<file path="config.mk">
export PLATFORM = sky130hd
export DESIGN_NAME = c8ie_ctrl
export DESIGN_NICKNAME = d
export VERILOG_FILES = /design/src/hdl/c8ie_pkg.sv /design/src/hdl/c8ie_ctrl.sv
export SDC_FILE = /design/constraint.sdc
export NUM_CORES = 1
export LEC_CHECK = 0
export ABC_AREA = 1
export BUFFER_PORTS_ARGS = -buffer_cell sky130_fd_sc_hd__clkbuf_2
export CAP_MARGIN = 15
export CELL_PAD_IN_SITES_DETAIL_PLACEMENT = 0
export CELL_PAD_IN_SITES_GLOBAL_PLACEMENT = 2
export CORE_ASPECT_RATIO = 1.5
export CORE_MARGIN = 2
export CORE_UTILIZATION = 19
export DETAILED_ROUTE_END_ITERATION = 16
export HOLD_SLACK_MARGIN = 0.1
export PLACE_DENSITY_LB_ADDON = 0.1
export SLEW_MARGIN = 20
export SYNTH_ARGS = -nofsm -noshare
export SYNTH_HDL_FRONTEND = slang
export SYNTH_SLANG_ARGS = --single-unit
</file>
<file path="constraint.sdc">
create_clock -name clk -period 1.63 [get_ports clk]
set_clock_uncertainty 0.1 [all_clocks]
set_input_delay 0.4075 -clock clk [delete_from_list [all_inputs] [get_ports clk]]
set_output_delay 0.4075 -clock clk [all_outputs]
set_load 0.01 [all_outputs]
</file>
<file path="src/hdl/c8ie_pkg.sv">
// Package: types, codes and helpers shared by the CHIP-8 execute block.
`default_nettype none
package c8ie_pkg;
  localparam int STACK_DEPTH_DEF = 16;
  localparam int MEM_BYTES_DEF   = 4096;
  localparam logic [11:0] PC_RESET = 12'h200;

  localparam logic [1:0] OP_EXEC  = 2'd0;
  localparam logic [1:0] OP_WRITE = 2'd1;
  localparam logic [1:0] OP_READ  = 2'd2;

  localparam logic [1:0] REQ_NONE  = 2'd0;
  localparam logic [1:0] REQ_CLEAR = 2'd1;
  localparam logic [1:0] REQ_DRAW  = 2'd2;
  localparam logic [1:0] REQ_SOUND = 2'd3;

  typedef struct packed {
    logic [1:0]  op;
    logic [15:0] instruction;
    logic [11:0] address;
    logic [7:0]  write_data;
    logic [7:0]  random_byte;
    logic [3:0]  key_code;
    logic        key_down;
    logic [7:0]  delay_value;
  } in_beat_t;

  typedef struct packed {
    logic [11:0] next_pc;
    logic [15:0] index_value;
    logic [1:0]  controller_request;
    logic [7:0]  reg_x_value;
    logic [7:0]  reg_y_value;
    logic        delay_write;
    logic [7:0]  delay_write_value;
    logic        waiting_key;
    logic        illegal;
    logic [7:0]  read_data;
  } out_beat_t;

  typedef enum logic [3:0] {
    ST_IDLE, ST_EXEC, ST_BCD1, ST_BCD2, ST_STORE, ST_LREQ, ST_LOAD, ST_MRD, ST_OUT
  } state_t;

  // Controller -> datapath commands
  typedef struct packed {
    logic load_item;   // capture input beat
    logic exec;        // run instruction work
    logic bcd1;        // write tens digit
    logic bcd2;        // write ones digit
    logic store_step;  // write V[cnt] to memory
    logic load_req;    // issue memory read for V[cnt]
    logic load_step;   // write read data into V[cnt]
    logic mem_read;    // issue read for op read
    logic finish;      // latch result
  } cmd_t;

  // Datapath -> controller status
  typedef struct packed {
    logic [1:0] op;
    logic       is_bcd;
    logic       is_store;
    logic       is_load;
    logic       cnt_last;
  } stat_t;

  // Decimal digits of a byte via small multiplications by reciprocal.
  function automatic logic [3:0] hundreds(input logic [7:0] v);
    logic [15:0] p;
    p = v * 16'd41;
    return p[15:12];
  endfunction

  function automatic logic [7:0] rem100(input logic [7:0] v);
    return v - 8'(hundreds(v) * 8'd100);
  endfunction

  function automatic logic [3:0] tens(input logic [7:0] r);
    logic [15:0] p;
    p = r * 16'd205;
    return p[14:11];
  endfunction
endpackage
`default_nettype wire

</file>
<file path="src/hdl/c8ie_ctrl.sv">
// Controller state machine sequencing each beat through the datapath.
`default_nettype none
module c8ie_ctrl (
  input  wire logic           clk,
  input  wire logic           rst_n,
  input  wire logic           in_valid,
  output logic                in_ready,
  output logic                out_valid,
  input  wire logic           out_ready,
  input  wire c8ie_pkg::stat_t stat,
  output c8ie_pkg::cmd_t      cmd
);
  c8ie_pkg::state_t state_r, state_nxt;
  logic out_valid_r, out_valid_nxt;

  always_ff @(posedge clk) begin
    if (!rst_n) begin
      state_r     <= c8ie_pkg::ST_IDLE;
      out_valid_r <= 1'b0;
    end else begin
      state_r     <= state_nxt;
      out_valid_r <= out_valid_nxt;
    end
  end

  assign out_valid = out_valid_r;

  always_comb begin
    state_nxt     = state_r;
    out_valid_nxt = out_valid_r && !out_ready;
    cmd           = '0;
    in_ready      = 1'b0;
    case (state_r)
      c8ie_pkg::ST_IDLE: begin
        in_ready = 1'b1;
        if (in_valid) begin
          cmd.load_item = 1'b1;
          state_nxt = c8ie_pkg::ST_EXEC;
        end
      end
      c8ie_pkg::ST_EXEC: begin
        if (stat.op == c8ie_pkg::OP_READ) begin
          cmd.mem_read = 1'b1;
          state_nxt = c8ie_pkg::ST_MRD;
        end else if (stat.is_bcd) begin
          cmd.exec = 1'b1;
          state_nxt = c8ie_pkg::ST_BCD1;
        end else if (stat.is_store) begin
          state_nxt = c8ie_pkg::ST_STORE;
        end else if (stat.is_load) begin
          state_nxt = c8ie_pkg::ST_LREQ;
        end else begin
          cmd.exec = 1'b1;
          state_nxt = c8ie_pkg::ST_OUT;
        end
      end
      c8ie_pkg::ST_BCD1: begin
        cmd.bcd1 = 1'b1;
        state_nxt = c8ie_pkg::ST_BCD2;
      end
      c8ie_pkg::ST_BCD2: begin
        cmd.bcd2 = 1'b1;
        state_nxt = c8ie_pkg::ST_OUT;
      end
      c8ie_pkg::ST_STORE: begin
        cmd.store_step = 1'b1;
        if (stat.cnt_last) begin
          cmd.exec = 1'b1;
          state_nxt = c8ie_pkg::ST_OUT;
        end
      end
      c8ie_pkg::ST_LREQ: begin
        cmd.load_req = 1'b1;
        state_nxt = c8ie_pkg::ST_LOAD;
      end
      c8ie_pkg::ST_LOAD: begin
        cmd.load_step = 1'b1;
        if (stat.cnt_last) begin
          cmd.exec = 1'b1;
          state_nxt = c8ie_pkg::ST_OUT;
        end else begin
          state_nxt = c8ie_pkg::ST_LREQ;
        end
      end
      c8ie_pkg::ST_MRD: begin
        state_nxt = c8ie_pkg::ST_OUT;
      end
      c8ie_pkg::ST_OUT: begin
        // wait until output register is free
        if (!out_valid_r || out_ready) begin
          cmd.finish    = 1'b1;
          out_valid_nxt = 1'b1;
          state_nxt     = c8ie_pkg::ST_IDLE;
        end
      end
      default: state_nxt = c8ie_pkg::ST_IDLE;
    endcase
  end

  a_busy_no_ready: assert property (@(posedge clk) disable iff (!rst_n)
    state_r != c8ie_pkg::ST_IDLE |-> !in_ready) else $error("ready while busy");
  a_finish_sets_valid: assert property (@(posedge clk) disable iff (!rst_n)
    cmd.finish |=> out_valid) else $error("finish lost");
  a_accept_to_exec: assert property (@(posedge clk) disable iff (!rst_n)
    in_valid && in_ready |=> state_r == c8ie_pkg::ST_EXEC) else $error("accept path");
endmodule
`default_nettype wire

</file>
==> key figures <==
Place
  • Detailed Place HPWL: 1.06 mm
  • Input/output buffers: 20
  • Routability cong.: 0.743
  • Cells after DPL: 122

Yosys
  • Area leader, netlist: dfxtp_1
  • Syn nets: 85
  • Ys Warns: 0
  • Avg Cell Area, Syn: 5.47 um2
  • Mapped Area: 410 um2
  • Count of cell types in the netlist: 15
  • Seq/Total Area, Yosys: 24.4%
  • Most frequent cell after synthesis: nand2_1
  • Top post-synthesis cells by count: nand2_1, inv_1, nor2_1, dfxtp_1
  • Synth area leaders: dfxtp_1, nand2_1, inv_1
  • Post-synthesis cell count: 75
  • Synth async-reset ratio: 0%
  • Synth top area share: ~24%
  • #FFs+latches synth: 5
  • Main synth FF type: dfxtp_1
  • Post-synth EDFFs: 0

Timing
  • Max Slew Vio Count: 0
  • Achievable frequency: 601 MHz
  • Worst-margin pin slew: 266 ps
  • Hold Fails Final Rpt: 0
  • WHS: roughly 270 ps
  • Final setup violation count: 3
  • Period utilisation layout: 102%
  • RSZ-0062 raised after global routing: yes
  • Setup ws final: -33.4 ps
  • Slew HR: 82.0%
  • Tmin final: 1660 ps

Cells and area
  • Post-route non-filler standard cell count: ~130
  • Number of diodes: 0
  • Layout cell share with drive strength beyond 1: roughly 50%
  • Nets@finish: 116
  • Area Overhead vs Synth: 61.9%

CTS
  • Clock transition at path regs: about 40 ps
  • CTS max path bufs: 2
  • Clk Tree Root Cell: clkbuf_4
  • Num CTS Buffers: 3
  • Clk_lat worst skew: 240 ps
  • Sinks on the clock net: 5
  • H-tree depth: 1
  • CTS tree: done
  • Post-CTS Hold Buffers: 0

Die
  • Core ar.: 2030 um2
  • Die Y: 60.9 um
  • Full die area: 2560 um2
  • Io pins: 21
  • # rows: 20
  • Initial Util: 20.2%
  • Die Wd: 41.9 um

Route
  • DR iter-0 viols: 6
  • Post-DRT Antenna Nets: 0
  • DRC violations left: 0
  • Routed via count: 545
  • Post-DR vias/cell: ~4.3
  • Routed WL: 1.22 mm
  • Pre-Repair DR Iteration Count: 3
  • Average wire per standard cell: 9.59 um

Global route
  • Grt total ovfl: 0
  • Global-route wire length before repair: 1.98 mm
  • Tot GR Track Use: 10.4%
  • Vias in the first global route: between 500 and 600
  • Largest net degree at the start of global routing: 6
  • Initial antenna violation count: 0

Critical path
  • Launching point of the worst reg2reg path: state_r[3]
  • Crit path from: state_r[0]
  • Largest fanout on the critical path: 5
  • Critical Path RT: 1120 ps
  • Crit Path Class: reg -> out
  • Critical path capture point type: output pin
  • Worst Path Arrival: 1160 ps
  • Kind of start point of the critical path: register

Pwr
  • Logic gate share of total power: 63.0%
  • Cell Int Power: 549 uW
  • Worst vdd ir: 0.000463 V
  • NetSw: approximately 480 uW
  • Leakage: 0.371 nW
  • PwrDens: 1550 nW/um2
  • Sequential fraction of design power: approximately a quarter
  • Clock Power Share: 13.7%
  • Switching Share: approximately 47%

Flow run
  • Max-cap check violation count: 0

Status
  • Status: finished with violations
  • Failing checks: negative setup slack

Min path
  • Worst hold path class: in -> reg
  • Worst hold start: rst_n
## routing by layer
layer	vias to the layer above	wire length (um)	share of wire, %	track usage [%]
li1	291	-	-	-
met1	240	453	37	10.1
met2	12	700	57	20.3
met3	2	58	4.8	2.08
met4	0	4	0.33	5.53
met5	-	0	0	0
## final timing paths
kind | depth (start not counted) | slack (ps) | end
max | 4 | -30 | cmd[0]
min | 3 | 270 | state_r[2]
max reg2reg | 8 | 400 | state_r[2]
min reg2reg | 4 | 450 | out_valid
## through the flow
stage | total power, mW | worst slack, ps | util (%) | instance area [um2] | setup TNS, ps
after global placement | 0.788 | 77.2 | 28.4 | 576 | 0
after detailed placement | 0.776 | 55.8 | 28.4 | 576 | 0
after CTS | 0.990 | -70.0 | 31.5 | 639 | -238
final | 1.03 | -33.4 | 32.8 | 664 | -68.5
after floorplan | 0.556 | 204 | - | 410 | 0
after global routing | 1.14 | -99.9 | 32.8 | 664 | -535
## timing repair
item                                    4_1_cts  5_1_grt
setup buffers                                 1        0
endpoints found under the setup margin       10       10
pin swaps                                     4        2
gates resized for setup                      14       13
endpoints found under the hold margin         0        0
cloned                                        0        0
## power groups by stage
stage,logic [mW],clock network (mW),registers [mW]
after global placement,0.574,0,0.213
after floorplan,0.357,0,0.199
final,0.648,0.141,0.239
after global routing,0.737,0.152,0.246
after detailed placement,0.566,0,0.210
after CTS,0.611,0.146,0.233
## area by class of cell
class / instances / area [um2]
fill: 245 / 1360
multi-input combinational: 52 / 283
timing repair buffer: 26 / 145
sequential: 5 / 113
inverter: 18 / 70.1
tap: 22 / 27.5
clock buffer: 4 / 26.3
## cells by family after synthesis
family                 after synthesis  share of synthesized area (%)
buffers and inverters               18                           16.5
and+or+nand+nor                     44                           46.6
DFF                                  5                           24.4
AOI/OAI and AO/OA                    8                           12.5
## worst max-delay path, stage by stage, from the launching register on
cell,delay (ps)
dfxtp_4,360
nor2_2,220
nand2_1,110
nor2_1,100
clkbuf_2,130
## placed cells by master (no fill, tap or decap)
cell and n:
o21a_1 1, inv_2 3, dfxtp_4 3, clkbuf_2 16, clkbuf_4 3, nor2_2 5
dfxtp_1 1, o32ai_2 1, a21oi_1 1, nand3_1 3, nor3_2 1, inv_1 14
a31oi_1 1, nand2_1 15, nor2_1 11, nor2_4 2, buf_2 4, a21oi_2 1
nand2_2 3, nand2_4 1, clkbuf_1 1, buf_4 6, inv_4 1, nor3_1 1
nand4_1 2, o21ai_0 3, dfxtp_2 1
## sequential cells by signal, indices dropped and copies added, names as in the netlist
register and count:
out_valid 1, state_r 4
Note: power is estimated with default switching activity, not from simulation.
